--- config.mk ---
export PLATFORM = sky130hd
export DESIGN_NAME = pid_balance_motor_drive
export DESIGN_NICKNAME = d
export VERILOG_FILES = /design/src/hdl/pbmd_pkg.sv /design/src/hdl/pbmd_div.sv /design/src/hdl/pid_balance_motor_drive.sv
export SDC_FILE = /design/constraint.sdc
export NUM_CORES = 2
export LEC_CHECK = 0
export BUFFER_PORTS_ARGS = -buffer_cell sky130_fd_sc_hd__buf_2
export CORE_MARGIN = 2
export CORE_UTILIZATION = 55
export CTS_CLUSTER_SIZE = 40
export DETAILED_ROUTE_END_ITERATION = 7
export GPL_ROUTABILITY_DRIVEN = 0
export PLACE_DENSITY = 0.78
export SLEW_MARGIN = 15
export SYNTH_ARGS = -nofsm -noshare
export SYNTH_HDL_FRONTEND = slang
export SYNTH_SLANG_ARGS = --single-unit
--- constraint.sdc ---
create_clock -name i_clk -period 8.6 [get_ports i_clk]
set_input_delay 0.43 -clock i_clk [delete_from_list [all_inputs] [get_ports i_clk]]
set_output_delay 0.43 -clock i_clk [all_outputs]
set_load 0.02 [all_outputs]
--- src/hdl/pbmd_pkg.sv ---
// shared widths, reset values and register indexes for the balance motor pid
// no dependencies; imported by the divider, the top level and the checker
`timescale 1ns / 1ps

package pbmd_pkg;

    localparam int ANGLE_W   = 16;
    localparam int ERR_W     = 17;
    localparam int DIFF_W    = 18;
    localparam int GAIN_W    = 16;
    localparam int INTEG_W   = 32;
    localparam int MUL_B_W   = 32;
    localparam int PROD_W    = GAIN_W + 1 + MUL_B_W;
    localparam int SUM_W     = 52;
    localparam int FRAC_W    = 16;
    localparam int KD_MAG_W  = 33;
    localparam int DIVIDEND_W = KD_MAG_W + FRAC_W;
    localparam int DIVISOR_W = 16;
    localparam int DIV_CNT_W = $clog2(DIVIDEND_W + 1);
    localparam int CMD_W     = 16;
    localparam int CLIM_W    = 15;
    localparam int PWM_W     = 10;
    localparam int IDX_W     = 3;
    localparam int CFG_W     = 16;
    localparam int S_DATA_W  = 16;
    localparam int M_DATA_W  = 32;

    typedef enum logic [IDX_W-1:0] {
        REG_SETPOINT      = 3'd0,
        REG_GAIN_P        = 3'd1,
        REG_GAIN_I        = 3'd2,
        REG_GAIN_D        = 3'd3,
        REG_TICK_PERIOD   = 3'd4,
        REG_DEADZONE      = 3'd5,
        REG_PWM_LIMIT     = 3'd6,
        REG_COMMAND_LIMIT = 3'd7
    } t_reg_idx;

    localparam logic [ANGLE_W-1:0] RST_SETPOINT = 16'd0;
    localparam logic [GAIN_W-1:0]  RST_GAIN_P   = 16'd7424;
    localparam logic [GAIN_W-1:0]  RST_GAIN_I   = 16'd3098;
    localparam logic [GAIN_W-1:0]  RST_GAIN_D   = 16'd4454;
    localparam logic [GAIN_W-1:0]  RST_TICK     = 16'd655;
    localparam logic [PWM_W-1:0]   RST_DEADZONE = 10'd20;
    localparam logic [PWM_W-1:0]   RST_PWM_LIM  = 10'd500;
    localparam logic [CLIM_W-1:0]  RST_CMD_LIM  = 15'd999;

    // result item layout inside m_axis_tdata
    localparam int OUT_CMD_LSB = 0;
    localparam int OUT_PWM_LSB = CMD_W;
    localparam int OUT_FWD_BIT = CMD_W + PWM_W;
    localparam int OUT_DZ_BIT  = CMD_W + PWM_W + 1;

endpackage

--- src/hdl/pbmd_div.sv ---
// unsigned restoring divider, one quotient bit per cycle
// depends on pbmd_pkg for operand widths
`timescale 1ns / 1ps

module pbmd_div
    import pbmd_pkg::*;
(
    input  logic                  i_clk,
    input  logic                  i_rst_n,
    input  logic                  i_start,
    input  logic [DIVIDEND_W-1:0] i_dividend,
    input  logic [DIVISOR_W-1:0]  i_divisor,
    output logic                  o_done,
    output logic [DIVIDEND_W-1:0] o_quotient
);

    logic [DIVISOR_W-1:0]  r_rem;
    logic [DIVIDEND_W-1:0] r_quo;
    logic [DIV_CNT_W-1:0]  r_cnt;
    logic                  r_busy;
    logic                  r_done;

    logic [DIVISOR_W:0] w_shift;
    logic [DIVISOR_W:0] w_trial;
    logic               w_fits;

    // bring down the next dividend bit and try the subtraction
    assign w_shift = {r_rem, r_quo[DIVIDEND_W-1]};
    assign w_trial = w_shift - {1'b0, i_divisor};
    assign w_fits  = (w_shift >= {1'b0, i_divisor});

    always_ff @(posedge i_clk) begin
        if (!i_rst_n) begin
            r_busy <= 1'b0;
            r_done <= 1'b0;
            r_cnt  <= '0;
        end else begin
            r_done <= 1'b0;
            if (i_start) begin
                r_busy <= 1'b1;
                r_cnt  <= DIV_CNT_W'(DIVIDEND_W);
                r_rem  <= '0;
                r_quo  <= i_dividend;
            end else if (r_busy) begin
                r_rem <= w_fits ? w_trial[DIVISOR_W-1:0] : w_shift[DIVISOR_W-1:0];
                r_quo <= {r_quo[DIVIDEND_W-2:0], w_fits};
                r_cnt <= r_cnt - 1'b1;
                if (r_cnt == DIV_CNT_W'(1)) begin
                    r_busy <= 1'b0;
                    r_done <= 1'b1;
                end
            end
        end
    end

    assign o_done     = r_done;
    assign o_quotient = r_quo;

endmodule

--- src/hdl/pid_balance_motor_drive.sv ---
// pid controller for a balance robot: error, saturating integral, derivative,
// command clamp, deadzone and pwm limit; uses pbmd_pkg and pbmd_div
`timescale 1ns / 1ps

// usage
//   slave stream s_axis_*: one item per control tick, tdata[15:0] is the
//   measured tilt angle (signed q8.8)
//   master stream m_axis_*: one result item per input item
//   config channel i_cfg_*: register index and data, always ready; write
//   only while no item is in flight
// timing
//   one shared 17x32 multiplier runs four products in sequence, then a
//   restoring divider forms the derivative one quotient bit per cycle
//   over the 49-bit dividend; with tick_period zero the derivative is
//   skipped; each item passes accept, the four products, the divider
//   launch and wait, sign and magnitude, then the output step
//   a new item is taken only after the last one has left the sequencer;
//   s_axis_tready is high only while the sequencer is idle
// reset
//   synchronous active low; clears integral, previous error, direction
//   (backward) and loads the default gains and limits
// stalls
//   the result sits in an output register; a new item is taken while it
//   waits, and the sequencer holds its last step until the register frees
module pid_balance_motor_drive
    import pbmd_pkg::*;
(
    input  logic                i_clk,
    input  logic                i_rst_n,
    // input item
    input  logic                s_axis_tvalid,
    output logic                s_axis_tready,
    input  logic [S_DATA_W-1:0] s_axis_tdata,   // [15:0] measured_angle
    // result item
    output logic                m_axis_tvalid,
    input  logic                m_axis_tready,
    output logic [M_DATA_W-1:0] m_axis_tdata,   // [15:0] command, [25:16] pwm_duty,
                                                // [26] forward, [27] in_deadzone,
                                                // [31:28] zero
    // configuration writes
    input  logic                i_cfg_valid,
    output logic                o_cfg_ready,
    input  logic [IDX_W-1:0]    i_cfg_addr,
    input  logic [CFG_W-1:0]    i_cfg_wdata
);

    typedef enum logic [3:0] {
        S_IDLE,
        S_EDT,     // e*dt
        S_INT,     // integral update, kp*e
        S_P,       // start the sum, ki*integral
        S_I,       // add integral term, kd*(e - previous)
        S_DST,     // launch derivative division
        S_DWT,     // wait for quotient, add derivative
        S_ABS,     // sign and magnitude of the sum
        S_FIN      // clamp, deadzone, pwm, output
    } t_state;

    // configuration registers
    logic [ANGLE_W-1:0] r_setpoint;
    logic [GAIN_W-1:0]  r_gain_p;
    logic [GAIN_W-1:0]  r_gain_i;
    logic [GAIN_W-1:0]  r_gain_d;
    logic [GAIN_W-1:0]  r_tick;
    logic [PWM_W-1:0]   r_deadzone;
    logic [PWM_W-1:0]   r_pwm_lim;
    logic [CLIM_W-1:0]  r_cmd_lim;

    // controller state and work registers
    t_state                r_state;
    logic [INTEG_W-1:0]    r_integ;
    logic [ERR_W-1:0]      r_prev;
    logic                  r_dir;
    logic [ERR_W-1:0]      r_err;
    logic [DIFF_W-1:0]     r_diff;
    logic [PROD_W-1:0]     r_prod;
    logic [SUM_W-1:0]      r_sum;
    logic                  r_neg;
    logic                  r_dneg;
    logic                  r_ovalid;
    logic [M_DATA_W-1:0]   r_odata;

    assign o_cfg_ready = 1'b1;

    always_ff @(posedge i_clk) begin
        if (!i_rst_n) begin
            r_setpoint <= RST_SETPOINT;
            r_gain_p   <= RST_GAIN_P;
            r_gain_i   <= RST_GAIN_I;
            r_gain_d   <= RST_GAIN_D;
            r_tick     <= RST_TICK;
            r_deadzone <= RST_DEADZONE;
            r_pwm_lim  <= RST_PWM_LIM;
            r_cmd_lim  <= RST_CMD_LIM;
        end else if (i_cfg_valid) begin
            unique case (t_reg_idx'(i_cfg_addr))
                REG_SETPOINT:      r_setpoint <= i_cfg_wdata;
                REG_GAIN_P:        r_gain_p   <= i_cfg_wdata;
                REG_GAIN_I:        r_gain_i   <= i_cfg_wdata;
                REG_GAIN_D:        r_gain_d   <= i_cfg_wdata;
                REG_TICK_PERIOD:   r_tick     <= i_cfg_wdata;
                REG_DEADZONE:      r_deadzone <= i_cfg_wdata[PWM_W-1:0];
                REG_PWM_LIMIT:     r_pwm_lim  <= i_cfg_wdata[PWM_W-1:0];
                REG_COMMAND_LIMIT: r_cmd_lim  <= i_cfg_wdata[CLIM_W-1:0];
                default: ;
            endcase
        end
    end

    // shared multiplier: unsigned 16-bit gain/dt times signed 32-bit operand
    logic [GAIN_W-1:0]   w_mul_a;
    logic [MUL_B_W-1:0]  w_mul_b;
    logic [PROD_W-1:0]   w_prod;

    always_comb begin
        w_mul_a = r_gain_p;
        w_mul_b = {{(MUL_B_W-ERR_W){r_err[ERR_W-1]}}, r_err};
        case (r_state)
            S_EDT: begin
                w_mul_a = r_tick;
            end
            S_P: begin
                w_mul_a = r_gain_i;
                w_mul_b = r_integ;
            end
            S_I: begin
                w_mul_a = r_gain_d;
                w_mul_b = {{(MUL_B_W-DIFF_W){r_diff[DIFF_W-1]}}, r_diff};
            end
            default: ;
        endcase
    end

    // operands widened to the full product width before the multiply
    assign w_prod = $signed({1'b0, w_mul_a})
                  * $signed({{(PROD_W-MUL_B_W){w_mul_b[MUL_B_W-1]}}, w_mul_b});

    // error from the accepted angle
    logic [ERR_W-1:0] w_err;
    assign w_err = {r_setpoint[ANGLE_W-1], r_setpoint}
                 - {s_axis_tdata[ANGLE_W-1], s_axis_tdata[ANGLE_W-1:0]};

    // integral step: floor(e*dt / 2^16), saturating add
    localparam int INC_W = PROD_W - FRAC_W;
    logic [INC_W-1:0]   w_inc;
    logic [INTEG_W+1:0] w_acc;
    logic [INTEG_W-1:0] w_acc_sat;

    assign w_inc = r_prod[PROD_W-1:FRAC_W];
    assign w_acc = {{2{r_integ[INTEG_W-1]}}, r_integ}
                 + {{(INTEG_W+2-INC_W){w_inc[INC_W-1]}}, w_inc};

    always_comb begin
        if (w_acc[INTEG_W+1:INTEG_W-1] == 3'b000 || w_acc[INTEG_W+1:INTEG_W-1] == 3'b111)
            w_acc_sat = w_acc[INTEG_W-1:0];
        else if (w_acc[INTEG_W+1])
            w_acc_sat = {1'b1, {(INTEG_W-1){1'b0}}};
        else
            w_acc_sat = {1'b0, {(INTEG_W-1){1'b1}}};
    end

    // derivative division: |kd*diff| * 2^16 / dt, sign applied afterwards
    logic [PROD_W-1:0]     w_kd_abs;
    logic [DIVIDEND_W-1:0] w_dividend;
    logic                  w_div_start;
    logic                  w_div_done;
    logic [DIVIDEND_W-1:0] w_quotient;
    logic [SUM_W-1:0]      w_q_ext;

    assign w_kd_abs    = r_prod[PROD_W-1] ? (PROD_W'(0) - r_prod) : r_prod;
    assign w_dividend  = {w_kd_abs[KD_MAG_W-1:0], {FRAC_W{1'b0}}};
    assign w_div_start = (r_state == S_DST) && (r_tick != '0);
    assign w_q_ext     = {{(SUM_W-DIVIDEND_W){1'b0}}, w_quotient};

    pbmd_div u_div (
        .i_clk      (i_clk),
        .i_rst_n    (i_rst_n),
        .i_start    (w_div_start),
        .i_dividend (w_dividend),
        .i_divisor  (r_tick),
        .o_done     (w_div_done),
        .o_quotient (w_quotient)
    );

    // final stage: integer magnitude, clamp, deadzone, pwm limit
    localparam int MAG_W = SUM_W - FRAC_W;
    logic [MAG_W-1:0]  w_mag_full;
    logic [CLIM_W-1:0] w_mag;
    logic [CMD_W-1:0]  w_cmd;
    logic              w_dz;
    logic [PWM_W-1:0]  w_pwm;
    logic              w_dir;
    logic              w_out_free;

    assign w_mag_full = r_sum[SUM_W-1:FRAC_W];
    assign w_mag      = (w_mag_full > MAG_W'(r_cmd_lim)) ? r_cmd_lim : w_mag_full[CLIM_W-1:0];
    assign w_cmd      = r_neg ? (CMD_W'(0) - {1'b0, w_mag}) : {1'b0, w_mag};
    assign w_dz       = (w_mag < CLIM_W'(r_deadzone));
    assign w_dir      = w_dz ? r_dir : (!r_neg && (w_mag != '0));

    always_comb begin
        if (w_dz)
            w_pwm = '0;
        else if (w_mag < CLIM_W'(r_pwm_lim))
            w_pwm = w_mag[PWM_W-1:0];
        else
            w_pwm = r_pwm_lim;
    end

    assign w_out_free = !r_ovalid || m_axis_tready;

    always_ff @(posedge i_clk) begin
        if (!i_rst_n) begin
            r_state  <= S_IDLE;
            r_integ  <= '0;
            r_prev   <= '0;
            r_dir    <= 1'b0;
            r_ovalid <= 1'b0;
        end else begin
            // output register: filled on the last step, emptied on handoff
            if (r_state == S_FIN && w_out_free)
                r_ovalid <= 1'b1;
            else if (m_axis_tready)
                r_ovalid <= 1'b0;

            unique case (r_state)
                S_IDLE: begin
                    if (s_axis_tvalid) begin
                        r_err   <= w_err;
                        r_state <= S_EDT;
                    end
                end
                S_EDT: begin
                    r_prod  <= w_prod;
                    r_diff  <= {r_err[ERR_W-1], r_err} - {r_prev[ERR_W-1], r_prev};
                    r_state <= S_INT;
                end
                S_INT: begin
                    r_integ <= w_acc_sat;
                    r_prod  <= w_prod;
                    r_state <= S_P;
                end
                S_P: begin
                    r_sum   <= {{(SUM_W-PROD_W){r_prod[PROD_W-1]}}, r_prod};
                    r_prod  <= w_prod;
                    r_state <= S_I;
                end
                S_I: begin
                    r_sum   <= r_sum + {{(SUM_W-PROD_W){r_prod[PROD_W-1]}}, r_prod};
                    r_prod  <= w_prod;
                    r_state <= S_DST;
                end
                S_DST: begin
                    r_dneg  <= r_prod[PROD_W-1];
                    // zero tick period: no derivative term
                    r_state <= (r_tick == '0) ? S_ABS : S_DWT;
                end
                S_DWT: begin
                    if (w_div_done) begin
                        r_sum   <= r_dneg ? (r_sum - w_q_ext) : (r_sum + w_q_ext);
                        r_state <= S_ABS;
                    end
                end
                S_ABS: begin
                    r_neg   <= r_sum[SUM_W-1];
                    r_sum   <= r_sum[SUM_W-1] ? (SUM_W'(0) - r_sum) : r_sum;
                    r_state <= S_FIN;
                end
                S_FIN: begin
                    if (w_out_free) begin
                        r_prev   <= r_err;
                        r_dir    <= w_dir;
                        r_odata  <= {{(M_DATA_W-OUT_DZ_BIT-1){1'b0}}, w_dz, w_dir,
                                     w_pwm, w_cmd};
                        r_state  <= S_IDLE;
                    end
                end
                default: r_state <= S_IDLE;
            endcase
        end
    end

    assign s_axis_tready = (r_state == S_IDLE);
    assign m_axis_tvalid = r_ovalid;
    assign m_axis_tdata  = r_odata;

endmodule

==> impl_metrics.sql <==
INSERT INTO impl_metrics (metric_group, metric, value, unit) VALUES
('run_status', 'status', 'finished clean', ''),
('setup_path', 'crit_required', '8.93', 'ns'),
('clock_tree', 'clock_insertion_delay_worst_skew', '0.62', 'ns'),
('global_routing', 'groute.layer.met3.usage', '0.05607', ''),
('run', 'maxCapViolCount', '0', ''),
('min_path', 'hold_path.class', 'in2reg', ''),
('global_routing', 'grt_use_met1', '0.4068', ''),
('place', 'detailed_place_hpwl', '100100', 'um'),
('final_layout', 'num-nets-final', '6197', ''),
('route', 'drt_first_iter_violations', '4567', ''),
('sta', 'hold-worst-slack', '0.1734', 'ns'),
('setup_path', 'timing.critical_path.arrival', '8.74', 'ns'),
('yosys', 'postSynthCellCount', '5402', ''),
('final_layout', 'final_core_util', '0.5969', ''),
('setup_path', 'cpMostUsedCell', 'sky130_fd_sc_hd__fa_1', ''),
('global_routing', 'gr-usage-all-layers', '0.3035', ''),
('floorplanning', 'die-height', '292.8', 'um'),
('yosys', 'synth_enable_flop_cells', '231', ''),
('setup_path', 'start_kind', 'flop', ''),
('sta', 'max_freq', '0.1189', 'GHz'),
('yosys', 'async_flop_share', '0', ''),
('yosys', 'yosys.area.top_type', 'sky130_fd_sc_hd__fa_1', ''),
('setup_path', 'critical_path.slowest_cell', 'sky130_fd_sc_hd__a21oi_1', ''),
('floorplanning', 'floorplan.initialDensity', '0.5567', ''),
('route', 'post_drt_via_cell_ratio', '6.029', ''),
('sta', 'final_min_period_over_clock_period', '0.9778', ''),
('yosys', 'ys_ff_latch', '409', ''),
('yosys', 'ys.flop_type', 'sky130_fd_sc_hd__edfxtp_1', ''),
('final_layout', 'fillCellCount', '6911', ''),
('yosys', 'synth.yosys.warnings', '0', ''),
('place', 'io_buffer_count', '69', ''),
('clock_tree', 'cts_sinks', '409', ''),
('clock_tree', 'tritoncts', 'built', ''),
('clock_tree', 'cts_buffers', '46', ''),
('sta', 'timing.final.setup_violations', '0', ''),
('sta', 'worst_slew_margin', '0.1644', ''),
('global_routing', 'grt_most_used_layer', 'met2', ''),
('sta', 'report.final.hold_viol_count', '0', ''),
('setup_path', 'timing.critical_path.buf_inv', '6', ''),
('final_layout', 'drive_gt1_frac', '0.06191', ''),
('yosys', 'mean_instance_size_in_the_synthesized_netlist', '8.489', 'um2'),
('global_routing', 'gr-total-overflow', '0', ''),
('setup_path', 'crit_path_max_fanout', '39', ''),
('clock_tree', 'ctsLongestPathBuffers', '3', ''),
('place', 'placedCellCount', '6392', ''),
('clock_tree', 'clk_transition_reported_paths', '0.07', 'ns'),
('yosys', 'synth_top_area_share', '0.2157', ''),
('clock_tree', 'cts_root_buffer', 'sky130_fd_sc_hd__clkbuf_16', ''),
('route', 'detailroute.via_count', '39080', ''),
('global_routing', 'first_global_vias', '38660', ''),
('setup_path', 'critPathKind', 'reg2reg', ''),
('final_layout', 'area_delta_synth_final', '7.225', '%'),
('global_routing', 'grt_antenna_before_repair', '2', ''),
('sta', 'tightest_slew', '1.242', 'ns'),
('setup_path', 'largest_delay_contributor_family_on_the_critical_path', 'adder cells', ''),
('floorplanning', 'rows', '105', ''),
('floorplanning', 'die_w', '292.8', 'um'),
('sta', 'finalSetupTns', '0', 'ns'),
('setup_path', 'timing.critical_path.to_type', 'flop', ''),
('floorplanning', 'design.die.area', '85700', 'um2'),
('clock_tree', 'cts.hold.buffers_added', '0', ''),
('route', 'drc', '0', ''),
('clock_tree', 'cts_max_level', '2', ''),
('floorplanning', 'core_area', '82370', 'um2'),
('yosys', 'synth.top_cells.by_area', 'sky130_fd_sc_hd__fa_1 22%, sky130_fd_sc_hd__edfxtp_1 15%, sky130_fd_sc_hd__ha_1 7.9%, sky130_fd_sc_hd__dfxtp_1 7.8%, sky130_fd_sc_hd__nand2_1 6.5%', ''),
('route', 'drtAntennaViolNets', '0', ''),
('global_routing', 'grt_util_met2', '0.4758', ''),
('yosys', 'synth.distinct_cells', '78', ''),
('sta', 'timing_max_transition_violations_final', '0', ''),
('sta', 'worst_clock_skew', '0.04267', 'ns'),
('yosys', 'seq_area_frac_synth', '0.2290', ''),
('setup_path', 'worst_path_largest_cell_delay', '0.76', 'ns'),
('floorplanning', 'io-pin-count', '75', ''),
('route', 'drt_pass_1_iters', '8', ''),
('yosys', 'post_synth_instance_area', '45860', 'um2'),
('route', 'detail_route.wirelength', '130200', 'um'),
('global_routing', 'grt_max_degree', '82', ''),
('sta', 'minimum_clock_period_after_layout', '8.409', 'ns'),
('route', 'average_routed_wire_per_standard_cell', '20.09', 'um'),
('global_routing', 'wire_length_of_the_first_global_routing_pass', '207200', 'um'),
('final_layout', 'finalNonFillerCells', '6482', '');
logic make-up (layout without fill, tap and decap cells):
family                   count (synthesis)  count (layout)  share of synthesized area
AO/OA/AOI/OAI                         1023            1023                     0.1443
XOR/XNOR                               327             327                    0.06245
adder cells (fa/ha/maj)                783             783                     0.2945
buffers and inverters                 1013            1019                    0.08423
flip-flops                             409             409                     0.2290
multiplexers                            49              49                    0.01108
other                                    2               6                  0.0001638
AND/OR/NAND/NOR                       1796            1796                     0.1743
through the flow:
stage	area, um2	setup WS [ns]
final	49170	0.1913
after global routing	49170	-0.1191
after CTS	48970	0.1419
after detailed placement	47440	0.2059
after global placement	47440	0.3245
after floorplan	45870	0.2860
tightest hold or removal path: stages:
cell and delay, ns:
sky130_fd_sc_hd__buf_2 0.17, sky130_fd_sc_hd__nand2_1 0.07, sky130_fd_sc_hd__a21boi_0 0.07
path summary, 6_finish.rpt:
check                   from  slack [ns]            end  depth (start not counted)
max               r_state[3]        0.19     r_prod[46]                         27
max reg2reg       r_state[3]        0.19     r_prod[46]                         27
min reg2reg    r_deadzone[3]        0.46  r_deadzone[3]                          2
min          i_cfg_wdata[15]        0.17     r_tick[15]                          3
registers in the layout, summed over array words and instances, names as in the netlist, 6 cells and up:
register,cells
r_sum,52
r_prod,49
r_pwm_lim,10
r_gain_d,16
r_deadzone,10
u_div.r_cnt,6
r_err,17
u_div.o_quotient,49
r_gain_p,16
r_prev,17
r_tick,16
r_integ,32
u_div.r_rem,16
r_gain_i,16
m_axis_tdata,28
r_cmd_lim,15
r_diff,18
r_setpoint,16
final cells by class:
cell class	count	area, um2	share of cell area
clock inverter	22	202.7	0.004122
inverter	764	2868	0.05832
timing repair buffer	170	1207	0.02456
multi-input combinational	3983	31720	0.6451
sequential	409	10500	0.2136
tap	1070	1339	0.02723
antenna	1	2.502	0.00005089
clock buffer	63	1330	0.02705
placed cells by master (no fill, tap or decap), drive strengths merged, types with 27 or more instances in the layout:
| cell | n |
|---|---|
| nand2b | 66 |
| o21a | 33 |
| nor4 | 28 |
| inv | 768 |
| nor2b | 46 |
| a31oi | 27 |
| nand3 | 72 |
| nand4 | 27 |
| mux2i | 35 |
| and2 | 50 |
| o211ai | 28 |
| nor2 | 478 |
| o22ai | 33 |
| edfxtp | 231 |
| xor2 | 130 |
| xnor2 | 197 |
| buf | 170 |
| clkbuf | 63 |
| ha | 289 |
| nor3 | 76 |
| or3 | 56 |
| dfxtp | 178 |
| nand2 | 800 |
| a21o | 96 |
| a22oi | 48 |
| a21boi | 120 |
| o21ai | 270 |
| fa | 494 |
| a21oi | 199 |
cell usage after synthesis (all sizes together) (28+ instances only):
| cell type | number |
|---|---|
| dfxtp | 178 |
| xnor2 | 197 |
| nand2 | 800 |
| a22oi | 48 |
| fa | 494 |
| nand3 | 72 |
| a21oi | 199 |
| inv | 764 |
| or3 | 56 |
| nor2 | 478 |
| o22ai | 33 |
| buf | 31 |
| o21ai | 270 |
| and2 | 50 |
| clkbuf | 218 |
| o21a | 33 |
| o211ai | 28 |
| mux2i | 35 |
| nor4 | 28 |
| edfxtp | 231 |
| nor3 | 76 |
| ha | 289 |
| a21boi | 120 |
| nor2b | 46 |
| nand2b | 66 |
| a21o | 96 |
| xor2 | 130 |
per-layer routing:
| metal | vias to the layer above | wire [um] |
|---|---|---|
| li1 | 17730 | - |
| met1 | 18900 | 51900 |
| met2 | 2036 | 57120 |
| met3 | 416 | 14030 |
| met4 | 2 | 7138 |
| met5 | - | 8 |
repair_timing:
action,CTS,global route
endpoints found under the setup margin,0,11
resized for setup,0,39
buffers inserted,0,3
Power is not shown: default switching activity piles up to over one toggle a cycle in this logic, so the estimate is an artifact.
